**config.mk**
```make
export PLATFORM = sky130hd
export DESIGN_NAME = tclg_ram
export DESIGN_NICKNAME = d
export VERILOG_FILES = /design/src/rtl/tclg_ram.sv
export SDC_FILE = /design/constraint.sdc
export NUM_CORES = 1
export LEC_CHECK = 0
export BUFFER_PORTS_ARGS = -buffer_cell sky130_fd_sc_hd__buf_2
export CAP_MARGIN = 20
export CORE_AREA = 5 5 137 139
export DETAILED_ROUTE_END_ITERATION = 6
export DIE_AREA = 0 0 142 144
export PLACE_DENSITY = 0.45
export SYNTH_ARGS = -nofsm -noshare
export SYNTH_HDL_FRONTEND = slang
export SYNTH_SLANG_ARGS = --single-unit
```
**constraint.sdc**
```tcl
create_clock -name clk -period 2.45 [get_ports clk]
set_input_delay 0.49 -clock clk [delete_from_list [all_inputs] [get_ports clk]]
set_output_delay 0.49 -clock clk [all_outputs]
set_load 0.05 [all_outputs]
```
**src/rtl/tclg_ram.sv**
```systemverilog
// Generic single-port-write, single-read synchronous RAM with registered read.
module tclg_ram #(
  parameter int WIDTH = 8,
  parameter int DEPTH = 16
) (
  input  logic                     clk,
  input  logic                     we,
  input  logic [$clog2(DEPTH)-1:0] waddr,
  input  logic [WIDTH-1:0]         wdata,
  input  logic [$clog2(DEPTH)-1:0] raddr,
  output logic [WIDTH-1:0]         rdata
);

  logic [WIDTH-1:0] mem [DEPTH];

  always_ff @(posedge clk) begin
    if (we) begin
      mem[waddr] <= wdata;
    end
    rdata <= mem[raddr];
  end

endmodule

```
==> results of run 1 <==
[registers in the layout, indices dropped and copies added, names as in the netlist]
register,count
mem,128
rdata,8
[Yosys cell counts]
| library cell | instances | share of area |
|---|---|---|
| and2b_1 | 1 | 0.0015 |
| buf_6 | 3 | 0.0066 |
| buf_4 | 1 | 0.0015 |
| and2_1 | 1 | 0.0012 |
| mux4_2 | 18 | 0.079 |
| nand3b_1 | 2 | 0.0029 |
| nor2_1 | 13 | 0.0095 |
| edfxtp_1 | 128 | 0.75 |
| clkdlybuf4s25_2 | 3 | 0.0058 |
| nor2b_1 | 1 | 0.0012 |
| or3b_2 | 1 | 0.0017 |
| dfxtp_1 | 8 | 0.031 |
| mux4_1 | 14 | 0.071 |
| a22oi_1 | 16 | 0.023 |
| buf_2 | 3 | 0.0029 |
| nor3_1 | 4 | 0.0039 |
| nand2_1 | 9 | 0.0066 |
| nand3_1 | 1 | 0.00097 |
| nand2b_1 | 2 | 0.0024 |
[logic make-up (layout without fill, tap and decap cells)]
family	after synthesis	in the layout	synth area share
AND/OR/NAND/NOR	35	35	0.0318
AO/OA/AOI/OAI	16	16	0.0233
flip-flops	136	136	0.778
buffers and inverters	10	79	0.0168
multiplexers	32	32	0.150
[power by group]
group / internal, W / total (W) / switching, W
combinational: 0.000108 / 0.000301 / 0.000194
sequential: 0.00260 / 0.00262 / 0.0000179
clock: 0.00200 / 0.00290 / 0.000906
[stage by stage]
step | hold WS, ns | power (W)
final | 0.468 | 0.00582
after global routing | 0.458 | 0.00602
after CTS | 0.457 | 0.00588
after detailed placement | 0.660 | 0.00298
after global placement | 0.666 | 0.00298
after floorplan | 0.589 | 0.00285
[routing by layer]
layer  vias to the layer above  share of wire  GRT usage
met5                         -              0          0
met4                         0          0.010     0.0333
met3                        11          0.040     0.0387
met2                        52           0.46      0.169
met1                      1290           0.49      0.165
li1                       1090              -          -
[layout make-up]
| class | instances | area [sq um] |
|---|---|---|
| clock buffers | 17 | 425 |
| clock inverters | 15 | 255 |
| fillers | 1651 | 11200 |
| multi-input cells | 83 | 1060 |
| flip-flops and latches | 136 | 4000 |
| well taps | 229 | 287 |
| repair buffers | 47 | 315 |
[final timing paths]
path	start	end	slack, ns	cells past startpoint
worst max-delay path	raddr[0]	rdata[1]$_DFF_P_	0.78	5
worst min-delay path	wdata[2]	mem[15][2]$_DFFE_PP_	0.47	1
worst max register to register	mem[0][3]$_DFFE_PP_	rdata[3]$_DFF_P_	1.08	3
worst min register to register	mem[8][5]$_DFFE_PP_	rdata[5]$_DFF_P_	0.67	3
==> key figures, run 1 <==
Clock tree
  – Clock sinks: 136
  – Register clock-pin slew on the reported worst setup and hold paths: 0.06 ns
  – Root buf cell: clkbuf_16
  – CTS H-tree lvls: 4
  – CTS Hold Bufs: 0
  – TritonCTS clock tree: yes
  – Max clock buf depth: 2
  – Num CTS Buffers: 17
  – Clk_lat worst skew: 0.41 ns
  – Post-cts sizing count: 0
  – Setup bufs post-CTS: 0

Setup path
  – Nature of the critical path endpoint: register
  – Worst-path maximum fanout: 22
  – Slowest CP cell: mux4_1
  – CP cell instances: buf_2, buf_12, mux4_1, a22oi_1, nand2_1
  – Top cell family by delay on the critical path: multiplexers
  – Slowest Stage Delay on Critical Path: 0.60 ns
  – Crit start category: input pin
  – Crit path buffers/inverters: 2
  – Critical path arrival: 1.95 ns
  – Worst Path Required: 2.74 ns
  – CP Class: input pin to register

GRT
  – GRT overflow: 0
  – GRT Overall Usage: 0.116
  – Initial antenna violation count: 0
  – First-pass GRT wire length: 16.5 mm
  – Largest net degree at the start of global routing: 23
  – Vias in the first global route: 2,477

Timing
  – Slew Limit Fails: 0
  – Setup Skew: 0.00737 ns
  – Tmin final: 1.67 ns
  – Slew headroom: 0.737
  – RSZ-0062 raised after global routing: false
  – Final setup vio count: 0
  – Worst-Margin Slew: 0.395 ns
  – Final Cycle Share: 0.680
  – Max Freq: 601 MHz
  – Final hold vios: 0
  – Setup TNS: 0 ns
  – Worst setup margin: 0.785 ns

Routing
  – Vias per cell: 4.64
  – DR iter-0 viols: 153
  – Antenna Nets Post-Route: 0
  – Detailed-route via count: 2,443
  – Detailed Routing Iterations Pass 1: 4
  – WL per Instance: 20.9 microns
  – DRC violations left: 0
  – Total wire length: 11.0 mm

Worst hold path
  – HP Class: input pin to register

Logic synthesis
  – Synth Warn #: 0
  – Post-synthesis instance total: 229
  – Post-synthesis sequential area ratio: 0.778
  – Synthesized area: 0.00515 sq mm
  – Netlist cell types: 19
  – Synth Register Bits: 136
  – Mean Syn Cell Area: 22.5 sq um
  – Syn Nets: 247

Floorplanning
  – Rows: 49
  – Die Width: 142 microns
  – Die area: 0.0204 sq mm
  – Starting Density: 0.294
  – Num ports: 26
  – Die height: 144 microns
  – Core ar.: 0.0175 sq mm

Finish
  – Commonest non-fill, non-tap cell in the layout: edfxtp_1
  – # nets final: 303
  – Antenna cells: 0
  – Layout cell share with drive strength beyond 1: 0.319
  – Fin util: 0.362
  – Fin area: 0.00634 sq mm
  – Fin cells: 527
  – Area Growth Syn to Fin: 23.2%
  – Commonest cells after routing, fill and taps aside: edfxtp_1 (128), buf_2 (25), buf_4 (20)

Place
  – Gpl congestion: 0.671
  – Post-Place Worst Slack: 0.325 ns
  – Port buffer count: 25
  – Dpl hpwl: 7.14 mm
  – Placed cells: 495
  – Placement-stage cell area: 0.00566 sq mm

Outcome
  – Status: completed

Power
  – Leak: 2.14 nW
  – P per Cell Area: 918 mW/mm^2
  – Maximum VDD drop: 0.000509 V

Job
  – Max-cap viol count: 0
Power figures use the tool's default switching activity.
==> run 2: changes to the inputs <==
==> constraint.sdc (replaced) <==
create_clock -name clk -period 1.75 [get_ports clk]
set_input_delay 0.35 -clock clk [delete_from_list [all_inputs] [get_ports clk]]
set_output_delay 0.35 -clock clk [all_outputs]
set_load 0.05 [all_outputs]
==> run 2 against run 1 <==
  * Register-to-register slack worse by 0.66 ns
  * Clock skew decreased by 0.00084 ns
  * First-iteration DRC count is 18% higher
  * Sequential power increased by 40%
  * Critical endpoint is now rdata[7]
  * Clock power increased by 14%
  * Clock-buffer cell count increased by 5
  * Largest cell class unchanged
  * Critical path type is now register to primary output
  * Combinational power is 40% higher
  * Cell count up 0.38%
==> key figures, run 2 (synthesis gave the netlist of run 1 again) <==
Floorplanning
  – Starting Density: 0.294 (unchanged)
  – Rows: 49 (unchanged)
  – Core ar.: 0.0175 sq mm (unchanged)
  – Die height: 144 microns (unchanged)
  – Num ports: 26 (unchanged)
  – Die area: 0.0204 sq mm (unchanged)
  – Die Width: 142 microns (unchanged)

Power
  – Pwr Total: 0.00738 W (+27%)
  – Maximum VDD drop: 0.000827 V (+62%)
  – P per Cell Area: 1180 mW/mm^2 (+29%)
  – Leak: 2.12 nW (-1.0%)

Setup path
  – Reg2reg setup slack: 0.42 ns (-0.66 ns)
  – Nature of the critical path endpoint: primary output
  – Number of cells on the critical path: 1 (-4)
  – CP cell instances: buf_2
  – Crit Reg-Reg Endpoint: rdata[5]$_DFF_P_
  – Top cell family by delay on the critical path: flip-flops
  – Worst-path maximum fanout: 1 (-95%)
  – Reg2Reg Launch Point: mem[1][5]$_DFFE_PP_
  – Slowest CP cell: dfxtp_1
  – CP Class: register to primary output
  – Slowest Stage Delay on Critical Path: 0.37 ns (-0.23 ns)
  – Crit path buffers/inverters: 1 (-1)
  – Crit start category: register
  – Critical path arrival: 1.06 ns (-0.89 ns)
  – Worst Path Required: 1.40 ns (-1.34 ns)
  – Reg2Reg Depth: 3 (unchanged)

Timing
  – Final setup vio count: 0 (unchanged)
  – Tmin final: 1.41 ns
  – Worst-Margin Slew: 0.721 ns (+0.326 ns)
  – Final hold vios: 0 (unchanged)
  – Slew Limit Fails: 0 (unchanged)
  – Worst setup margin: 0.342 ns (-0.443 ns)
  – Setup Skew: 0.00652 ns (-0.000844 ns)
  – RSZ-0062 raised after global routing: false
  – Final Cycle Share: 0.805
  – Slew headroom: 0.519 (-0.218)
  – Max Freq: 710 MHz

Worst hold path
  – HP Class: input pin to register
  – Worst Hold Launch: wdata[2]
  – Worst Hold End: mem[12][2]$_DFFE_PP_
  – Hold Path Stages: 1 (unchanged)

Finish
  – Fillers: 1,689 (+2.3%)
  – Layout cell share with drive strength beyond 1: 0.333 (+0.0145)
  – Fin cells: 529 (+0.38%)
  – Antenna cells: 0 (unchanged)
  – # nets final: 305 (+0.66%)
  – Area occupied by multi-input gates: 0.00106 sq mm (+0.47%)
  – Reg with most FFs: mem
  – Largest regs: mem: 128 flops, rdata: 8 flops
  – Commonest non-fill, non-tap cell in the layout: edfxtp_1
  – Max FFs per register: 128 (unchanged)
  – Commonest cells after routing, fill and taps aside: edfxtp_1 (128), buf_2 (25), buf_4 (21)
  – Register Area: 0.00400 sq mm (unchanged)
  – Fin util: 0.357 (-0.00507)
  – Area Growth Syn to Fin: 21.5%

GRT
  – Met2 GRT Util: 0.159 (-0.00969)
  – GRT Overall Usage: 0.109 (-0.00615)
  – Largest net degree at the start of global routing: 22 (-4.3%)
  – Met3 usage: 0.0370 (-0.00165)
  – Global route hottest layer: met2
  – First-pass GRT wire length: 15.8 mm (-4.1%)
  – Initial antenna violation count: 0 (unchanged)
  – Vias in the first global route: 2,515 (+1.5%)
  – Met1 Usage GRT: 0.157 (-0.00788)
  – GRT overflow: 0 (unchanged)

Routing
  – Antenna Nets Post-Route: 0 (unchanged)
  – Detailed Routing Iterations Pass 1: 4 (unchanged)
  – DR iter-0 viols: 180 (+18%)
  – Detailed-route via count: 2,390 (-2.2%)
  – Total wire length: 10.5 mm (-4.8%)
  – Vias per cell: 4.52 (-2.5%)
  – DRC violations left: 0 (unchanged)
  – WL per Instance: 19.8 microns (-5.2%)

Outcome
  – Status: completed

Place
  – Placed cells: 497 (+0.40%)
  – Post-Place Worst Slack: -0.0222 ns (-0.347 ns)
  – Gpl congestion: 0.691 (+2.9%)
  – Dpl hpwl: 6.89 mm (-3.4%)
  – Port buffer count: 25 (unchanged)

Clock tree
  – Setup bufs post-CTS: 0 (unchanged)
  – Clk_lat worst skew: 0.40 ns (about the same)
  – Max clock buf depth: 2 (unchanged)
  – CTS Hold Bufs: 0 (unchanged)
  – Num CTS Buffers: 17 (unchanged)
  – Root buf cell: clkbuf_16
  – Register clock-pin slew on the reported worst setup and hold paths: 0.05 ns (about the same)
  – CTS H-tree lvls: 4 (unchanged)
  – Post-cts sizing count: 0 (unchanged)
  – Clock sinks: 136 (unchanged)
  – TritonCTS clock tree: yes

Job
  – Max-cap viol count: 0 (unchanged)
-- run 2: cell count changes in the layout (fill, tap and decap cells not counted) --
cell and delta:
clkinv_4 -1, clkinv_2 +7, clkbuf_8 +4, clkinvlp_4 -2, buf_4 +1, nor3_1 -1, clkinv_1 -3, nor3_2 +1
clkbuf_1 +1, buf_12 +1, bufinv_16 -6
-- run 2: how the worst max path moves through the flow --
stage / slack, ns / startpoint / to
6_report: 0.34 / rdata[7]$_DFF_P_ / rdata[7]
5_1_grt: 0.28 / rdata[0]$_DFF_P_ / rdata[0]
4_1_cts: 0.30 / rdata[7]$_DFF_P_ / rdata[7]
3_5_place_dp: -0.02 / raddr[0] / rdata[5]$_DFF_P_
3_3_place_gp: -0.02 / raddr[0] / rdata[4]$_DFF_P_
2_1_floorplan: 0.13 / waddr[2] / mem[3][0]$_DFFE_PP_
-- run 2: layout make-up --
| class | instances | area share |
|---|---|---|
| Clock buffer | 22 | 0.0774 |
| Clock inverter | 10 | 0.0120 |
| Multi-Input combinational cell | 83 | 0.170 |
| Sequential cell | 136 | 0.640 |
| Tap cell | 229 | 0.0458 |
| Timing Repair Buffer | 49 | 0.0548 |
-- run 2: per-stage QoR --
| step | instance area [sq um] | hold WS [ns] | setup TNS [ns] |
|---|---|---|---|
| 2_1_floorplan | 5150 | 0.449 | 0 |
| 3_3_place_gp | 5700 | 0.664 | -0.0465 |
| 3_5_place_dp | 5700 | 0.664 | -0.0385 |
| 4_1_cts | 6250 | 0.316 | 0 |
| 5_1_grt | 6250 | 0.327 | 0 |
| 6_report | 6250 | 0.330 | 0 |
-- run 2: worst reg2reg max path: cells and delay by family (launching register included) --
kind,cells,cell delay [ns]
simple gates,1,0.08
flops,1,0.36
compound gates,1,0.27
mux,1,0.52
-- run 2: power by group --
part	internal [W]	leakage, nW	switching [W]
Clock	0.00208	0.289	0.00122
Sequential	0.00364	1.22	0.0000232
Combinational	0.000157	0.610	0.000263
-- run 2: metal layers --
layer	vias up	part of all wire
li1	1090	-
met1	1238	0.49
met2	56	0.45
met3	6	0.050
met4	0	0.0080
met5	-	0
